==> src/sv/nss_pkg.sv <==
// Shared types and constants for the NLSF spacing stabilizer.
// No dependencies; used by nss_ctrl, nss_datapath and the top level.
package nss_pkg;

   localparam int Q15_ONE  = 32768;
   localparam int ORDER_W  = 5;
   localparam int ORDER_RST = 16;

   typedef struct packed {
      logic [14:0] coef_value;
      logic [14:0] min_gap;
      logic [14:0] upper_gap;
      logic        is_last;
   } req_type;

   typedef struct packed {
      logic signed [15:0] stable_value;
      logic               out_last;
   } rsp_type;

   typedef enum logic [4:0] {
      ST_LOAD,
      ST_SCAN,
      ST_SCAN_LAST,
      ST_SCAN_TOP,
      ST_DECIDE,
      ST_RD_A,
      ST_RD_B,
      ST_CENTER,
      ST_WR_B,
      ST_SORT_INIT,
      ST_SORT_RV,
      ST_SORT_LV,
      ST_SORT_CMP,
      ST_SORT_PUT,
      ST_FWD_R0,
      ST_FWD_0,
      ST_FWD,
      ST_TOP,
      ST_BWD_R,
      ST_BWD,
      ST_OUT_INIT,
      ST_OUT_RD,
      ST_OUT_LD
   } state_type;

   typedef enum logic [4:0] {
      OP_NONE,
      OP_LOAD,
      OP_SCAN,
      OP_SCAN_LAST,
      OP_SCAN_TOP,
      OP_DECIDE,
      OP_RD_A,
      OP_RD_B,
      OP_CENTER,
      OP_WR_B,
      OP_SORT_INIT,
      OP_SORT_RV,
      OP_SORT_LV,
      OP_SORT_CMP,
      OP_SORT_PUT,
      OP_FWD_R0,
      OP_FWD_0,
      OP_FWD,
      OP_TOP,
      OP_BWD_R,
      OP_BWD,
      OP_OUT_INIT,
      OP_OUT_RD,
      OP_OUT_LD
   } op_type;

   typedef struct packed {
      op_type op;
   } cmd_type;

   typedef struct packed {
      logic load_end;
      logic mind_neg;
      logic sel_zero;
      logic sel_top;
      logic last_pass;
      logic n_one;
      logic idx_last;
      logic idx_zero;
      logic cmp_gt;
      logic t_one;
      logic out_free;
   } status_type;

endpackage

==> src/sv/nss_ctrl.sv <==
// Sequencer for the stabilizer: load, repair passes, fallback, emit.
// Depends on nss_pkg; drives nss_datapath through cmd_type/status_type.
module nss_ctrl (
   input  logic                clock,
   input  logic                reset,
   input  logic                req_valid,
   output logic                req_ready,
   input  nss_pkg::status_type status,
   output nss_pkg::cmd_type    cmd
);

   nss_pkg::state_type state_ff, state_in;

   always_ff @(posedge clock) begin
      if (reset) begin
         state_ff <= nss_pkg::ST_LOAD;
      end else begin
         state_ff <= state_in;
      end
   end

   always_comb begin
      state_in = state_ff;
      case (state_ff)
         nss_pkg::ST_LOAD: begin
            if (req_valid && status.load_end) state_in = nss_pkg::ST_SCAN;
         end
         nss_pkg::ST_SCAN: begin
            if (status.idx_last) state_in = nss_pkg::ST_SCAN_LAST;
         end
         nss_pkg::ST_SCAN_LAST: state_in = nss_pkg::ST_SCAN_TOP;
         nss_pkg::ST_SCAN_TOP:  state_in = nss_pkg::ST_DECIDE;
         nss_pkg::ST_DECIDE: begin
            if (!status.mind_neg) begin
               state_in = nss_pkg::ST_OUT_RD;
            end else if (status.sel_zero || status.sel_top) begin
               state_in = status.last_pass ? nss_pkg::ST_SORT_INIT : nss_pkg::ST_SCAN;
            end else begin
               state_in = nss_pkg::ST_RD_A;
            end
         end
         nss_pkg::ST_RD_A:   state_in = nss_pkg::ST_RD_B;
         nss_pkg::ST_RD_B:   state_in = nss_pkg::ST_CENTER;
         nss_pkg::ST_CENTER: state_in = nss_pkg::ST_WR_B;
         nss_pkg::ST_WR_B: begin
            state_in = status.last_pass ? nss_pkg::ST_SORT_INIT : nss_pkg::ST_SCAN;
         end
         nss_pkg::ST_SORT_INIT: begin
            state_in = status.n_one ? nss_pkg::ST_FWD_R0 : nss_pkg::ST_SORT_RV;
         end
         nss_pkg::ST_SORT_RV: state_in = nss_pkg::ST_SORT_LV;
         nss_pkg::ST_SORT_LV: state_in = nss_pkg::ST_SORT_CMP;
         nss_pkg::ST_SORT_CMP: begin
            if (status.cmp_gt) begin
               if (status.t_one) state_in = nss_pkg::ST_SORT_PUT;
            end else begin
               state_in = status.idx_last ? nss_pkg::ST_FWD_R0 : nss_pkg::ST_SORT_RV;
            end
         end
         nss_pkg::ST_SORT_PUT: begin
            state_in = status.idx_last ? nss_pkg::ST_FWD_R0 : nss_pkg::ST_SORT_RV;
         end
         nss_pkg::ST_FWD_R0: state_in = nss_pkg::ST_FWD_0;
         nss_pkg::ST_FWD_0: begin
            state_in = status.n_one ? nss_pkg::ST_TOP : nss_pkg::ST_FWD;
         end
         nss_pkg::ST_FWD: begin
            if (status.idx_last) state_in = nss_pkg::ST_TOP;
         end
         nss_pkg::ST_TOP: begin
            state_in = status.n_one ? nss_pkg::ST_OUT_INIT : nss_pkg::ST_BWD_R;
         end
         nss_pkg::ST_BWD_R: state_in = nss_pkg::ST_BWD;
         nss_pkg::ST_BWD: begin
            if (status.idx_zero) state_in = nss_pkg::ST_OUT_INIT;
         end
         nss_pkg::ST_OUT_INIT: state_in = nss_pkg::ST_OUT_RD;
         nss_pkg::ST_OUT_RD:   state_in = nss_pkg::ST_OUT_LD;
         nss_pkg::ST_OUT_LD: begin
            if (status.out_free) begin
               state_in = status.idx_last ? nss_pkg::ST_LOAD : nss_pkg::ST_OUT_RD;
            end
         end
         default: state_in = nss_pkg::ST_LOAD;
      endcase
   end

   always_comb begin
      req_ready = 1'b0;
      cmd.op    = nss_pkg::OP_NONE;
      case (state_ff)
         nss_pkg::ST_LOAD: begin
            req_ready = 1'b1;
            if (req_valid) cmd.op = nss_pkg::OP_LOAD;
         end
         nss_pkg::ST_SCAN:      cmd.op = nss_pkg::OP_SCAN;
         nss_pkg::ST_SCAN_LAST: cmd.op = nss_pkg::OP_SCAN_LAST;
         nss_pkg::ST_SCAN_TOP:  cmd.op = nss_pkg::OP_SCAN_TOP;
         nss_pkg::ST_DECIDE:    cmd.op = nss_pkg::OP_DECIDE;
         nss_pkg::ST_RD_A:      cmd.op = nss_pkg::OP_RD_A;
         nss_pkg::ST_RD_B:      cmd.op = nss_pkg::OP_RD_B;
         nss_pkg::ST_CENTER:    cmd.op = nss_pkg::OP_CENTER;
         nss_pkg::ST_WR_B:      cmd.op = nss_pkg::OP_WR_B;
         nss_pkg::ST_SORT_INIT: cmd.op = nss_pkg::OP_SORT_INIT;
         nss_pkg::ST_SORT_RV:   cmd.op = nss_pkg::OP_SORT_RV;
         nss_pkg::ST_SORT_LV:   cmd.op = nss_pkg::OP_SORT_LV;
         nss_pkg::ST_SORT_CMP:  cmd.op = nss_pkg::OP_SORT_CMP;
         nss_pkg::ST_SORT_PUT:  cmd.op = nss_pkg::OP_SORT_PUT;
         nss_pkg::ST_FWD_R0:    cmd.op = nss_pkg::OP_FWD_R0;
         nss_pkg::ST_FWD_0:     cmd.op = nss_pkg::OP_FWD_0;
         nss_pkg::ST_FWD:       cmd.op = nss_pkg::OP_FWD;
         nss_pkg::ST_TOP:       cmd.op = nss_pkg::OP_TOP;
         nss_pkg::ST_BWD_R:     cmd.op = nss_pkg::OP_BWD_R;
         nss_pkg::ST_BWD:       cmd.op = nss_pkg::OP_BWD;
         nss_pkg::ST_OUT_INIT:  cmd.op = nss_pkg::OP_OUT_INIT;
         nss_pkg::ST_OUT_RD:    cmd.op = nss_pkg::OP_OUT_RD;
         nss_pkg::ST_OUT_LD:    cmd.op = nss_pkg::OP_OUT_LD;
         default:               cmd.op = nss_pkg::OP_NONE;
      endcase
   end

endmodule

==> src/sv/nss_datapath.sv <==
// Stabilizer datapath: coefficient and gap memories, scan/repair arithmetic,
// fallback sort and clamps, output register. Depends on nss_pkg.
module nss_datapath #(
   parameter int MAX_ORDER  = 16,
   parameter int MAX_PASSES = 20,
   localparam int CW = $clog2(MAX_ORDER + 1)
) (
   input  logic                clock,
   input  logic                reset,
   input  nss_pkg::cmd_type    cmd,
   output nss_pkg::status_type status,
   input  nss_pkg::req_type    req_data,
   input  logic [CW-1:0]       eff_order,
   input  logic                rsp_ready,
   output logic                rsp_valid,
   output nss_pkg::rsp_type    rsp_data
);

   localparam int IW = $clog2(MAX_ORDER);
   localparam int PW = $clog2(MAX_PASSES + 1);
   localparam int DW = 20;
   localparam int SW = 24;

   // memories
   logic [15:0] c_mem [MAX_ORDER];
   logic [14:0] g_mem [MAX_ORDER];
   logic [IW-1:0] c_addr, g_addr, c_waddr, g_waddr;
   logic          c_we, g_we;
   logic [15:0]   c_wdata;
   logic [14:0]   g_wdata;
   logic signed [15:0] c_rd_ff;
   logic [14:0]        g_rd_ff;

   always_ff @(posedge clock) begin
      if (c_we) c_mem[c_waddr] <= c_wdata;
      if (g_we) g_mem[g_waddr] <= g_wdata;
      c_rd_ff <= $signed(c_mem[c_addr]);
      g_rd_ff <= g_mem[g_addr];
   end

   // registers
   logic [CW-1:0] cnt_ff, cnt_in, n_ff, n_in, idx_ff, idx_in, t_ff, t_in, sel_ff, sel_in;
   logic [PW-1:0] pass_ff, pass_in;
   logic          pend_ff, pend_in, rsp_valid_ff, rsp_valid_in;
   logic signed [15:0] prev_ff, prev_in, ca_ff, ca_in, newa_ff, newa_in, v_ff, v_in;
   logic signed [DW-1:0] mind_ff, mind_in;
   logic [14:0] gsel_ff, gsel_in, ug_ff, ug_in;
   logic signed [SW-1:0] lopre_ff, lopre_in, pre_ff, pre_in, total_ff, total_in;
   nss_pkg::rsp_type rsp_ff, rsp_in;

   always_ff @(posedge clock) begin
      if (reset) begin
         cnt_ff       <= '0;
         pass_ff      <= '0;
         pend_ff      <= 1'b0;
         rsp_valid_ff <= 1'b0;
      end else begin
         cnt_ff       <= cnt_in;
         pass_ff      <= pass_in;
         pend_ff      <= pend_in;
         rsp_valid_ff <= rsp_valid_in;
      end
      n_ff     <= n_in;
      idx_ff   <= idx_in;
      t_ff     <= t_in;
      sel_ff   <= sel_in;
      prev_ff  <= prev_in;
      ca_ff    <= ca_in;
      newa_ff  <= newa_in;
      v_ff     <= v_in;
      mind_ff  <= mind_in;
      gsel_ff  <= gsel_in;
      ug_ff    <= ug_in;
      lopre_ff <= lopre_in;
      pre_ff   <= pre_in;
      total_ff <= total_in;
      rsp_ff   <= rsp_in;
   end

   // scan arithmetic
   logic [CW-1:0] k_idx;
   logic signed [DW-1:0] c_x, prev_x, g_x, ug_x, d_scan, d_top;
   logic load_end;
   logic [SW-1:0] load_sum;

   assign k_idx  = idx_ff - 1'b1;
   assign c_x    = DW'(c_rd_ff);
   assign prev_x = DW'(prev_ff);
   assign g_x    = $signed(DW'(g_rd_ff));
   assign ug_x   = $signed(DW'(ug_ff));
   assign d_scan = (k_idx == '0) ? (c_x - g_x) : (c_x - prev_x - g_x);
   assign d_top  = $signed(DW'(nss_pkg::Q15_ONE)) - prev_x - ug_x;

   assign load_end = req_data.is_last ||
                     ((CW+1)'(cnt_ff) + (CW+1)'(1) >= (CW+1)'(eff_order));
   assign load_sum = ((cnt_ff == '0) ? '0 : total_ff) + SW'(req_data.min_gap)
                     + (load_end ? SW'(req_data.upper_gap) : SW'(0));

   // centre repair
   logic signed [16:0] s_sum, ceil_h;
   logic signed [SW-1:0] half_x, gsel_x, lo_x, hi_x, a_x, lim_x;
   logic [15:0] newa_w;

   assign s_sum  = 17'(ca_ff) + 17'(c_rd_ff);
   assign ceil_h = (s_sum >>> 1) + $signed({16'b0, s_sum[0]});
   assign half_x = $signed(SW'(gsel_ff >> 1));
   assign gsel_x = $signed(SW'(gsel_ff));
   assign lo_x   = lopre_ff + half_x;
   assign hi_x   = $signed(SW'(nss_pkg::Q15_ONE)) - total_ff + lopre_ff + gsel_x - half_x;
   assign a_x    = SW'(ceil_h);

   always_comb begin
      if (lo_x > hi_x) begin
         lim_x = (a_x > lo_x) ? lo_x : ((a_x < hi_x) ? hi_x : a_x);
      end else begin
         lim_x = (a_x > hi_x) ? hi_x : ((a_x < lo_x) ? lo_x : a_x);
      end
   end

   assign newa_w = lim_x[15:0] - 16'(gsel_ff >> 1);

   // fallback clamps
   logic signed [16:0] f_sum, top_t, bwd_t;
   logic signed [15:0] f_t, f_new;

   assign f_sum = 17'(prev_ff) + $signed({2'b0, g_rd_ff});
   assign f_t   = (f_sum > 17'sd32767) ? 16'sd32767 : f_sum[15:0];
   assign f_new = (c_rd_ff < f_t) ? f_t : c_rd_ff;
   assign top_t = $signed(17'(nss_pkg::Q15_ONE)) - $signed({2'b0, ug_ff});
   assign bwd_t = 17'(prev_ff) - $signed({2'b0, g_rd_ff});

   logic out_free;
   assign out_free = !rsp_valid_ff || rsp_ready;

   always_comb begin
      cnt_in   = cnt_ff;
      n_in     = n_ff;
      idx_in   = idx_ff;
      t_in     = t_ff;
      sel_in   = sel_ff;
      pass_in  = pass_ff;
      pend_in  = pend_ff;
      prev_in  = prev_ff;
      ca_in    = ca_ff;
      newa_in  = newa_ff;
      v_in     = v_ff;
      mind_in  = mind_ff;
      gsel_in  = gsel_ff;
      ug_in    = ug_ff;
      lopre_in = lopre_ff;
      pre_in   = pre_ff;
      total_in = total_ff;
      rsp_in   = rsp_ff;
      rsp_valid_in = rsp_ready ? 1'b0 : rsp_valid_ff;
      c_addr   = idx_ff[IW-1:0];
      g_addr   = idx_ff[IW-1:0];
      c_we     = 1'b0;
      c_waddr  = idx_ff[IW-1:0];
      c_wdata  = 16'(c_rd_ff);
      g_we     = 1'b0;
      g_waddr  = cnt_ff[IW-1:0];
      g_wdata  = req_data.min_gap;

      // pending scan element, handled in the cycle after its read
      if (pend_ff) begin
         if (k_idx == '0 || d_scan < mind_ff) begin
            mind_in  = d_scan;
            sel_in   = k_idx;
            gsel_in  = g_rd_ff;
            lopre_in = pre_ff;
         end
         pre_in  = pre_ff + SW'(g_rd_ff);
         prev_in = c_rd_ff;
      end

      case (cmd.op)
         nss_pkg::OP_LOAD: begin
            c_we     = 1'b1;
            c_waddr  = cnt_ff[IW-1:0];
            c_wdata  = {1'b0, req_data.coef_value};
            g_we     = 1'b1;
            total_in = load_sum;
            if (load_end) begin
               n_in    = cnt_ff + 1'b1;
               ug_in   = req_data.upper_gap;
               cnt_in  = '0;
               idx_in  = '0;
               pass_in = '0;
               pend_in = 1'b0;
               pre_in  = '0;
            end else begin
               cnt_in = cnt_ff + 1'b1;
            end
         end
         nss_pkg::OP_SCAN: begin
            idx_in  = idx_ff + 1'b1;
            pend_in = 1'b1;
         end
         nss_pkg::OP_SCAN_LAST: pend_in = 1'b0;
         nss_pkg::OP_SCAN_TOP: begin
            if (d_top < mind_ff) begin
               mind_in  = d_top;
               sel_in   = n_ff;
               gsel_in  = ug_ff;
               lopre_in = pre_ff;
            end
         end
         nss_pkg::OP_DECIDE: begin
            idx_in  = '0;
            pre_in  = '0;
            pend_in = 1'b0;
            if (mind_ff[DW-1] && sel_ff == '0) begin
               c_we    = 1'b1;
               c_waddr = '0;
               c_wdata = {1'b0, gsel_ff};
               pass_in = pass_ff + 1'b1;
            end else if (mind_ff[DW-1] && sel_ff == n_ff) begin
               c_we    = 1'b1;
               c_waddr = IW'(n_ff - 1'b1);
               c_wdata = top_t[15:0];
               pass_in = pass_ff + 1'b1;
            end
         end
         nss_pkg::OP_RD_A: c_addr = IW'(sel_ff - 1'b1);
         nss_pkg::OP_RD_B: begin
            c_addr = sel_ff[IW-1:0];
            ca_in  = c_rd_ff;
         end
         nss_pkg::OP_CENTER: begin
            c_we    = 1'b1;
            c_waddr = IW'(sel_ff - 1'b1);
            c_wdata = newa_w;
            newa_in = $signed(newa_w);
         end
         nss_pkg::OP_WR_B: begin
            c_we    = 1'b1;
            c_waddr = sel_ff[IW-1:0];
            c_wdata = 16'(newa_ff) + {1'b0, gsel_ff};
            pass_in = pass_ff + 1'b1;
            idx_in  = '0;
            pre_in  = '0;
            pend_in = 1'b0;
         end
         nss_pkg::OP_SORT_INIT: idx_in = CW'(1);
         nss_pkg::OP_SORT_RV: c_addr = idx_ff[IW-1:0];
         nss_pkg::OP_SORT_LV: begin
            v_in   = c_rd_ff;
            t_in   = idx_ff;
            c_addr = IW'(idx_ff - 1'b1);
         end
         nss_pkg::OP_SORT_CMP: begin
            c_we    = 1'b1;
            c_waddr = t_ff[IW-1:0];
            if (c_rd_ff > v_ff) begin
               c_wdata = 16'(c_rd_ff);
               t_in    = t_ff - 1'b1;
               c_addr  = IW'(t_ff - CW'(2));
            end else begin
               c_wdata = 16'(v_ff);
               idx_in  = idx_ff + 1'b1;
            end
         end
         nss_pkg::OP_SORT_PUT: begin
            c_we    = 1'b1;
            c_waddr = '0;
            c_wdata = 16'(v_ff);
            idx_in  = idx_ff + 1'b1;
         end
         nss_pkg::OP_FWD_R0: begin
            c_addr = '0;
            g_addr = '0;
         end
         nss_pkg::OP_FWD_0: begin
            c_we    = 1'b1;
            c_waddr = '0;
            if (c_rd_ff < $signed({1'b0, g_rd_ff})) begin
               c_wdata = {1'b0, g_rd_ff};
               prev_in = $signed({1'b0, g_rd_ff});
            end else begin
               prev_in = c_rd_ff;
            end
            idx_in = CW'(1);
            c_addr = IW'(1);
            g_addr = IW'(1);
         end
         nss_pkg::OP_FWD: begin
            c_we    = 1'b1;
            c_waddr = idx_ff[IW-1:0];
            c_wdata = 16'(f_new);
            prev_in = f_new;
            idx_in  = idx_ff + 1'b1;
            c_addr  = IW'(idx_ff + 1'b1);
            g_addr  = IW'(idx_ff + 1'b1);
         end
         nss_pkg::OP_TOP: begin
            if (17'(prev_ff) > top_t) begin
               c_we    = 1'b1;
               c_waddr = IW'(n_ff - 1'b1);
               c_wdata = top_t[15:0];
               prev_in = $signed(top_t[15:0]);
            end
            idx_in = n_ff - CW'(2);
         end
         nss_pkg::OP_BWD_R: begin
            c_addr = idx_ff[IW-1:0];
            g_addr = IW'(idx_ff + 1'b1);
         end
         nss_pkg::OP_BWD: begin
            if (17'(c_rd_ff) > bwd_t) begin
               c_we    = 1'b1;
               c_waddr = idx_ff[IW-1:0];
               c_wdata = bwd_t[15:0];
               prev_in = $signed(bwd_t[15:0]);
            end else begin
               prev_in = c_rd_ff;
            end
            idx_in = idx_ff - 1'b1;
            c_addr = IW'(idx_ff - 1'b1);
            g_addr = idx_ff[IW-1:0];
         end
         nss_pkg::OP_OUT_INIT: idx_in = '0;
         nss_pkg::OP_OUT_RD: c_addr = idx_ff[IW-1:0];
         nss_pkg::OP_OUT_LD: begin
            if (out_free) begin
               rsp_in.stable_value = c_rd_ff;
               rsp_in.out_last     = status.idx_last;
               rsp_valid_in        = 1'b1;
               idx_in              = idx_ff + 1'b1;
            end
         end
         default: ;
      endcase
   end

   always_comb begin
      status.load_end  = load_end;
      status.mind_neg  = mind_ff[DW-1];
      status.sel_zero  = (sel_ff == '0);
      status.sel_top   = (sel_ff == n_ff);
      status.last_pass = (pass_ff == PW'(MAX_PASSES - 1));
      status.n_one     = (n_ff == CW'(1));
      status.idx_last  = ((CW+1)'(idx_ff) + (CW+1)'(1) == (CW+1)'(n_ff));
      status.idx_zero  = (idx_ff == '0);
      status.cmp_gt    = (c_rd_ff > v_ff);
      status.t_one     = (t_ff == CW'(1));
      status.out_free  = out_free;
   end

   assign rsp_valid = rsp_valid_ff;
   assign rsp_data  = rsp_ff;

endmodule

==> src/sv/nss_spacing_stabilizer_top.sv <==
// Top level of the NLSF spacing stabilizer: order register, controller, datapath.
// Depends on nss_pkg, nss_ctrl and nss_datapath.
//
// The block takes one Q15 coefficient per request, with the minimum gap
// below it; the request with is_last set (or the one that fills the
// configured order) also supplies the gap above the last coefficient and
// closes the vector. Each request is written into the memories as it is
// taken. Repair then runs out of two memories with one read and one write
// port each: each pass scans the vector with one coefficient read per
// cycle, and a centre repair adds the RD_A, RD_B, CENTER and WR_B steps,
// for up to MAX_PASSES passes. If the pass budget runs out, an insertion
// sort (one element move per cycle) and forward and backward clamp sweeps
// follow. Results leave through a registered output, each coefficient read
// and then loaded when the output register is free; the last one may sit in
// the output register while the next vector loads. The order register
// (csr_) is taken at any time but should only be written while idle; values
// outside 2..MAX_ORDER are saturated. No clearing pass after reset.
module nlsf_spacing_stabilizer_top #(
   parameter int MAX_ORDER  = 16,
   parameter int MAX_PASSES = 20
) (
   input  logic             clock,
   input  logic             reset,
   input  logic             req_valid,
   output logic             req_ready,
   input  nss_pkg::req_type req_data,
   output logic             rsp_valid,
   input  logic             rsp_ready,
   output nss_pkg::rsp_type rsp_data,
   input  logic             csr_valid,
   output logic             csr_ready,
   input  logic [nss_pkg::ORDER_W-1:0] csr_data
);

   localparam int CW = $clog2(MAX_ORDER + 1);

   // order register, saturated copy feeds the load counter compare
   logic [nss_pkg::ORDER_W-1:0] order_ff, order_in;
   logic [5:0]    order_x;
   logic [CW-1:0] eff_order;

   always_ff @(posedge clock) begin
      if (reset) begin
         order_ff <= nss_pkg::ORDER_W'(nss_pkg::ORDER_RST);
      end else begin
         order_ff <= order_in;
      end
   end

   assign order_in  = csr_valid ? csr_data : order_ff;
   assign csr_ready = 1'b1;

   always_comb begin
      order_x = 6'(order_ff);
      if (order_x < 6'd2) order_x = 6'd2;
      if (order_x > 6'(MAX_ORDER)) order_x = 6'(MAX_ORDER);
      eff_order = order_x[CW-1:0];
   end

   nss_pkg::cmd_type    cmd;
   nss_pkg::status_type status;

   nss_ctrl u_ctrl (
      .clock     (clock),
      .reset     (reset),
      .req_valid (req_valid),
      .req_ready (req_ready),
      .status    (status),
      .cmd       (cmd)
   );

   nss_datapath #(
      .MAX_ORDER  (MAX_ORDER),
      .MAX_PASSES (MAX_PASSES)
   ) u_datapath (
      .clock     (clock),
      .reset     (reset),
      .cmd       (cmd),
      .status    (status),
      .req_data  (req_data),
      .eff_order (eff_order),
      .rsp_ready (rsp_ready),
      .rsp_valid (rsp_valid),
      .rsp_data  (rsp_data)
   );

endmodule

==> config.mk <==
export PLATFORM = sky130hd
export DESIGN_NAME = nlsf_spacing_stabilizer_top
export DESIGN_NICKNAME = d
export VERILOG_FILES = /design/src/sv/nss_pkg.sv /design/src/sv/nss_ctrl.sv /design/src/sv/nss_datapath.sv /design/src/sv/nss_spacing_stabilizer_top.sv
export SDC_FILE = /design/constraint.sdc
export NUM_CORES = 2
export LEC_CHECK = 0
export ABC_CLOCK_PERIOD_IN_PS = 10350
export BUFFER_PORTS_ARGS = -buffer_cell sky130_fd_sc_hd__buf_2
export CAP_MARGIN = 20
export CELL_PAD_IN_SITES_DETAIL_PLACEMENT = 1
export CELL_PAD_IN_SITES_GLOBAL_PLACEMENT = 2
export CORE_ASPECT_RATIO = 0.7
export CORE_MARGIN = 1
export CORE_UTILIZATION = 39
export CTS_BUF_LIST = sky130_fd_sc_hd__clkbuf_2 sky130_fd_sc_hd__clkbuf_4 sky130_fd_sc_hd__clkbuf_8
export DETAILED_ROUTE_END_ITERATION = 16
export PLACE_DENSITY_LB_ADDON = 0.1
export SYNTH_ARGS = -nofsm -noshare
export SYNTH_HDL_FRONTEND = slang
export SYNTH_SLANG_ARGS = --single-unit
==> constraint.sdc <==
create_clock -name clock -period 10.35 [get_ports clock]
set_input_delay 0.5175 -clock clock [delete_from_list [all_inputs] [get_ports clock]]
set_output_delay 0.5175 -clock clock [all_outputs]
set_load 0.02 [all_outputs]
== Word-level counts from Yosys, hierarchy flattened ==
Memory sizes are Yosys's and may differ from the RTL's. A register that Yosys moved wholly into a read port is not among the register bits.
Cells that the tools add are included.

* Register bits: 245
* Memories kept: 2
* Bits in writable memories: 496
* Input port bits: 56

* Eq/ne operators: 59
* Add/subtract/negate cells: 31
* Order comparisons: 16
* Mux-type cells: 92
* Reduce and logical (&&, ||, !) cells: 33

{| class="wikitable"
|+ Memory list
! memory !! depth !! bits a word !! rd ports !! clocked after Yosys merged registers in !! wr ports !! RTL line !! source
|-
| u_datapath.c_mem || 16 || 16 || 1 || 1 || 1 || nss_datapath.sv:25 || <nowiki>logic [15:0] c_mem [MAX_ORDER];</nowiki>
|-
| u_datapath.g_mem || 16 || 15 || 1 || 1 || 1 || nss_datapath.sv:26 || <nowiki>logic [14:0] g_mem [MAX_ORDER];</nowiki>
|}

{| class="wikitable"
|+ Operators with widths
! cell !! count
|-
| 2-to-1 mux 16 bit || 15
|-
| one-hot mux 5 bit (23 select lines) || 2
|-
| 2-to-1 mux 24 bit || 7
|-
| one-hot mux 16 bit (10 select lines) || 1
|-
| 2-to-1 mux 5 bit || 23
|-
| 2-to-1 mux 20 bit || 5
|-
| == test 5 x 4 -> 1 bit, second input constant || 15
|-
| == test 5 bit, second input constant || 15
|-
| 2-to-1 mux 15 bit || 5
|-
| adder 24 x 15 -> 24 bit || 3
|-
| one-hot mux 16 bit (4 select lines) || 1
|-
| one-hot mux 4 bit (7 select lines) || 2
|-
| subtractor 16 x 16 -> 17 bit || 3
|-
| adder 24 bit || 2
|-
| > comparator 17 x 24 -> 1 bit || 2
|-
| < comparator 17 x 24 -> 1 bit || 2
|-
| one-hot mux 24 bit (2 select lines) || 1
|-
| == test 5 x 3 -> 1 bit, second input constant || 8
|-
| < comparator 20 bit || 2
|-
| one-hot mux 5 bit (8 select lines) || 1
|-
| subtractor 20 x 16 -> 20 bit || 2
|-
| adder 16 x 16 -> 17 bit || 2
|-
| > comparator 16 x 17 -> 1 bit || 2
|-
| < comparator 16 bit || 2
|-
| 50 further kinds || 108
|}

== Longest topological paths before layout ==
* Depth in word-level cells: 10
* Depth in mapped cells: 45

== Cells and area by module ==
A second synthesis with hierarchy kept.

* Cells, all modules: 4864
* Area, all modules: 50151.8 um^2

{| class="wikitable"
|+ By module, submodules not included
! module !! area each (um^2) !! times used !! cells each
|-
| nss_datapath || 49203.4 || 1 || 4745
|-
| nss_ctrl || 713.2 || 1 || 94
|-
| nlsf_spacing_stabilizer_top || 235.2 || 1 || 25
|}

== Least setup slack after synthesis ==
Ideal clock, no wire load.

* Path type: reg-to-reg
* Start point: reg u_datapath.gsel_ff[1]
* End point: mem u_datapath.c_mem[0][14] (data pin)
* Stages on the path, launching flop included: 45
* Buffers on the path: 1
* Data required time: 10.023 ns
* Arrival: 9.399 ns
* Slack: 0.624 ns
* Period minus slack after synthesis: 9.726 ns
* Cell sequence: dfxtp_1 > inv_1 > fa_1 > inv_1 > fa_1 > inv_1 > ha_1 > a211oi_1 > o21ai_1 > or4b_1 > nand3_1 > o21ai_1 > o21a_1 > o21a_1 > o21a_1 > o21ai_0 > nand2b_1 > a21oi_1 > (+9 left out) > nand2_1 > o21ai_0 > mux2i_1 > ha_1 > fa_1 > nor2b_1 > o21ai_0 > a21boi_0 > o21ai_0 > a21boi_0 > o21ai_0 > nand2b_1 > a21o_1 > a21o_1 > a31oi_1 > o21a_1 > and3_1 > nor3_1

* Word-level cells in the longest chain between the ends: 8

{| class="wikitable"
|+ Ends and longest elaborated chain
! what !! RTL line !! source
|-
| start: declaration || nss_datapath.sv:47 || <nowiki>logic [14:0] gsel_ff, gsel_in, ug_ff, ug_in;</nowiki>
|-
| start signal: assignment || nss_datapath.sv:72 || <nowiki>gsel_ff <= gsel_in;</nowiki>
|-
| adder 24 x 16 -> 24 bit || nss_datapath.sv:109 || <nowiki>assign hi_x = $signed(SW'(nss_pkg::Q15_ONE)) - total_ff + lopre_ff + gsel_x - half_x;</nowiki>
|-
| subtractor 24 x 15 -> 24 bit || nss_datapath.sv:109 ||
|-
| < comparator 17 x 24 -> 1 bit || nss_datapath.sv:114 || <nowiki>lim_x = (a_x > lo_x) ? lo_x : ((a_x < hi_x) ? hi_x : a_x);</nowiki>
|-
| 2-to-1 mux 16 bit (2 in series) || nss_datapath.sv:114 ||
|-
| 2-to-1 mux 16 bit || nss_datapath.sv:113 || <nowiki>if (lo_x > hi_x) begin</nowiki>
|-
| subtractor 16 x 14 -> 16 bit || nss_datapath.sv:120 || <nowiki>assign newa_w = lim_x[15:0] - 16'(gsel_ff >> 1);</nowiki>
|-
| one-hot mux 16 bit (10 select lines) (*) || nss_datapath.sv:176 || <nowiki>case (cmd.op)</nowiki>
|-
| net u_datapath.c_wdata[14] || nss_datapath.sv:29 || <nowiki>logic [15:0] c_wdata;</nowiki>
|-
| end: declaration || nss_datapath.sv:25 ||
|}

The timed path passes the listed nets; every way through them passes the cells marked *.

== Worst setup path in the final report ==
* Start point: reg u_datapath.total_ff[0]
* End point: mem u_datapath.c_mem[14][3] (data pin)

* Word-level cells in the longest chain between the ends: 10

{| class="wikitable"
|+ Ends and longest elaborated chain
! what !! RTL line !! source
|-
| start: declaration || nss_datapath.sv:48 || <nowiki>logic signed [SW-1:0] lopre_ff, lopre_in, pre_ff, pre_in, total_ff, total_in;</nowiki>
|-
| start signal: assignment || nss_datapath.sv:76 || <nowiki>total_ff <= total_in;</nowiki>
|-
| subtractor 17 x 24 -> 24 bit (*) || nss_datapath.sv:109 ||
|-
| adder 24 bit (*) || nss_datapath.sv:109 ||
|-
| adder 24 x 16 -> 24 bit (*) || nss_datapath.sv:109 ||
|-
| subtractor 24 x 15 -> 24 bit (*) || nss_datapath.sv:109 ||
|-
| < comparator 17 x 24 -> 1 bit || nss_datapath.sv:114 ||
|-
| 2-to-1 mux 16 bit (2 in series) || nss_datapath.sv:114 ||
|-
| 2-to-1 mux 16 bit (*) || nss_datapath.sv:113 ||
|-
| subtractor 16 x 14 -> 16 bit (*) || nss_datapath.sv:120 ||
|-
| net u_datapath.newa_w[3] || nss_datapath.sv:102 || <nowiki>logic [15:0] newa_w;</nowiki>
|-
| one-hot mux 16 bit (10 select lines) (*) || nss_datapath.sv:176 ||
|-
| net u_datapath.c_wdata[3] || nss_datapath.sv:29 ||
|}

Marks and branches as above.

==> results by group <==
Yosys
  – Area leader, netlist: edfxtp_1
  – Netlist cell types: 91
  – Area of the mapped netlist: 49600 µm²
  – Ys async rst share: 0%
  – Synth area leaders: edfxtp_1, ha_1, dfxtp_1
  – Cells after synthesis: 4962
  – YS warnings: 0
  – Synth top area share: 37.2%
  – Syn_area_per_cell: 9.99 µm²
  – Most frequent cells after synthesis: edfxtp_1, nand2_1, ha_1
  – Post-synthesis sequential area ratio: 43.6%
  – Top-count cell post-synth: edfxtp_1
  – Synthesized flop and latch total: 772
  – Post-synth EDFFs: 615
  – Top_reg_cell synth: edfxtp_1
  – Mapped Nets: 5492

Setup path
  – Most frequent CP cell: o21ai_1
  – Max FO, Critical Path: 16
  – Slowest-stage cell, CP: or4b_1
  – CP endpoint kind: flop
  – Endpoint arrival time on the critical path: 10380 ps
  – Max stage delay on crit path: 570 ps
  – Req. time, crit path: 10950 ps
  – Startpoint Class: flop
  – Critical path type: reg -> reg

Place
  – Post-DP HPWL: 139000 µm
  – Buffers on Ports: 74
  – GPL Wtd Cong: 0.924
  – Post-place setup slack: -197 ps
  – Placed insts: 6618

Die
  – Die width: 428 µm
  – # IOs: 76
  – Initial Util: 39.3%
  – Row count: 109
  – Height of the die: 300 µm
  – Core Footprint: 126000 µm²
  – Die ar.: 129000 µm²

Finish
  – Layout cells sized above 1: 11.3%
  – Final nets: 5661
  – Final std cells w/o fill: 6912
  – Fillers: 14000
  – Layout area overhead: 13.0%

Global routing
  – Number of global-route vias before repair: 40000
  – Largest net degree at the start of global routing: 84
  – First-pass GRT wire length: 273000 µm
  – Grt total ovfl: 0
  – Antenna violations before repair: 11
  – GRT Total Usage: 28.7%

Detailed routing
  – Met2 Wirelength: 78200 µm
  – Avg WL per Cell: 27.3 µm
  – WL met1: 93100 µm
  – DR vias: 40600
  – DR top layer: met5
  – Number of detailed-route iterations in the first pass: 5
  – Drc violations: 0
  – Wirelength, routed: 188000 µm
  – Routed Antenna Nets: 0
  – DR vias/cell: 5.88
  – Initial drt markers: 3731
  – Met3 Routed Length: 13900 µm

Clock network
  – Cts bufs inserted: 134
  – # clock sinks: 772
  – Root Driver: clkbuf_8
  – H-Tree Depth: 4
  – CTS tree: yes
  – Worst-case clock buffer depth: 3
  – Clock Pin Slew Worst Setup and Hold Paths: 60 ps
  – Worst-Skew Late Latency: 900 ps

Timing
  – Final setup violation count: 0
  – Relative slew margins: 20.0%
  – Final worst path period share: 94.5%
  – Final hold vios: 0
  – Final Critical Period: 9780 ps
  – Final setup TNS: 0 ps
  – Slew Viols, Final: 0
  – Setup Skew: 47.7 ps
  – Slack of the critical path: 574 ps
  – Fmax: 102 MHz
  – Least-Margin Pin Slew: 1190 ps

Outcome
  – Status: complete, no violations

Flow run
  – # Max-Cap Violations: 0

Min path
  – Hold Crit Class: in -> reg
-- path summary, 6_finish.rpt --
kind | end | startpoint | depth (start not counted) | slack, ps
setup / recovery | u_datapath.c_mem[14][3] | u_datapath.total_ff[0] | 41 | 570
hold / removal | u_datapath.rsp_valid | rsp_ready | 3 | 60
setup reg to reg | u_datapath.c_mem[14][3] | u_datapath.total_ff[0] | 41 | 570
hold reg to reg | u_datapath.pre_ff[23] | u_datapath.pre_ff[23] | 2 | 490
-- layout by cell type, fill, tap and decap left out, drive strengths merged, types with 36 or more instances in the layout --
| cell type | n |
|---|---|
| a211oi | 202 |
| a21o | 95 |
| a21oi | 303 |
| a31oi | 89 |
| and2 | 143 |
| and3 | 61 |
| buf | 218 |
| clkbuf | 190 |
| clkinv | 40 |
| dfxtp | 157 |
| edfxtp | 615 |
| fa | 57 |
| ha | 417 |
| inv | 345 |
| mux2i | 123 |
| nand2 | 480 |
| nand2b | 36 |
| nand3 | 72 |
| nand4 | 52 |
| nor2 | 320 |
| nor2b | 63 |
| nor3 | 63 |
| o21a | 44 |
| o21ai | 273 |
| xnor2 | 164 |
| xor2 | 82 |
-- flip-flops by register name (all words and copies together) (netlist names), 15 cells and up --
signal / count
u_datapath.c_mem: 256
u_datapath.g_mem: 240
u_datapath.lopre_ff: 24
u_datapath.pre_ff: 24
u_datapath.total_ff: 24
u_datapath.mind_ff: 20
u_datapath.rsp_data: 17
u_datapath.c_rd_ff: 16
u_datapath.ca_ff: 16
u_datapath.newa_ff: 16
u_datapath.prev_ff: 16
u_datapath.v_ff: 16
u_datapath.g_rd_ff: 15
u_datapath.gsel_ff: 15
u_datapath.ug_ff: 15
-- critical path: cells and delay by family, from the launching register on --
kind	cells	cell delay [ps]
AND/OR/NAND/NOR	10	2080
XOR/XNOR	1	130
buffers and inverters	5	690
flip-flops	1	350
AO/OA/AOI/OAI	18	3970
adder cells (fa/ha/maj)	5	1880
multiplexers	2	340
-- metrics by stage --
step,instance area [µm²],util [%],hold slack (ps)
after global placement,52500,41.6,478
after CTS,55800,44.2,3.19
after global routing,56000,44.4,52.8
after floorplan,49600,-,455
final,56000,44.4,61.7
after detailed placement,52500,41.6,479
-- per-layer routing --
metal / vias to the layer above / GRT usage (%)
met2: 1282 / 41.9
met1: 20500 / 43.6
met4: 2 / 6.69
met3: 198 / 5.27
li1: 18700 / -
met5: - / 0
-- area by class of cell --
cell class,instances,area [µm²],area share (%)
Antenna cell,5,12.5,0.0223
Multi-Input combinational cell,3633,26300,46.9
Clock buffer,190,2380,4.25
Sequential cell,772,21600,38.6
Timing Repair Buffer,250,1840,3.28
Tap cell,1665,2080,3.72
Inverter,340,1280,2.28
Clock inverter,57,557,0.994
-- timing repair --
action | CTS | global route
buffers inserted | 0 | 7
gates cloned | 0 | 3
gates resized for setup | 4 | 29
setup endpoints to repair | 64 | 195
hold endpoints to repair | 70 | 0
hold buffers | 30 | 0
pin swaps | 0 | 13
-- kinds of logic (layout without fill, tap and decap cells) --
logic type	count (synthesis)	in the layout	synth area share, %
adders and majority gates	474	474	12.8
DFF	772	772	43.6
and+or+nand+nor	1393	1394	13.4
buffers and inverters	559	837	4.25
xor gates and xnor gates	246	246	4.35
AOI/OAI and AO/OA	1360	1361	18.3
other	1	6	0.00756
muxes	157	157	3.26
Power is not shown: default switching activity piles up to over one toggle a cycle in this logic, so the estimate is an artifact.
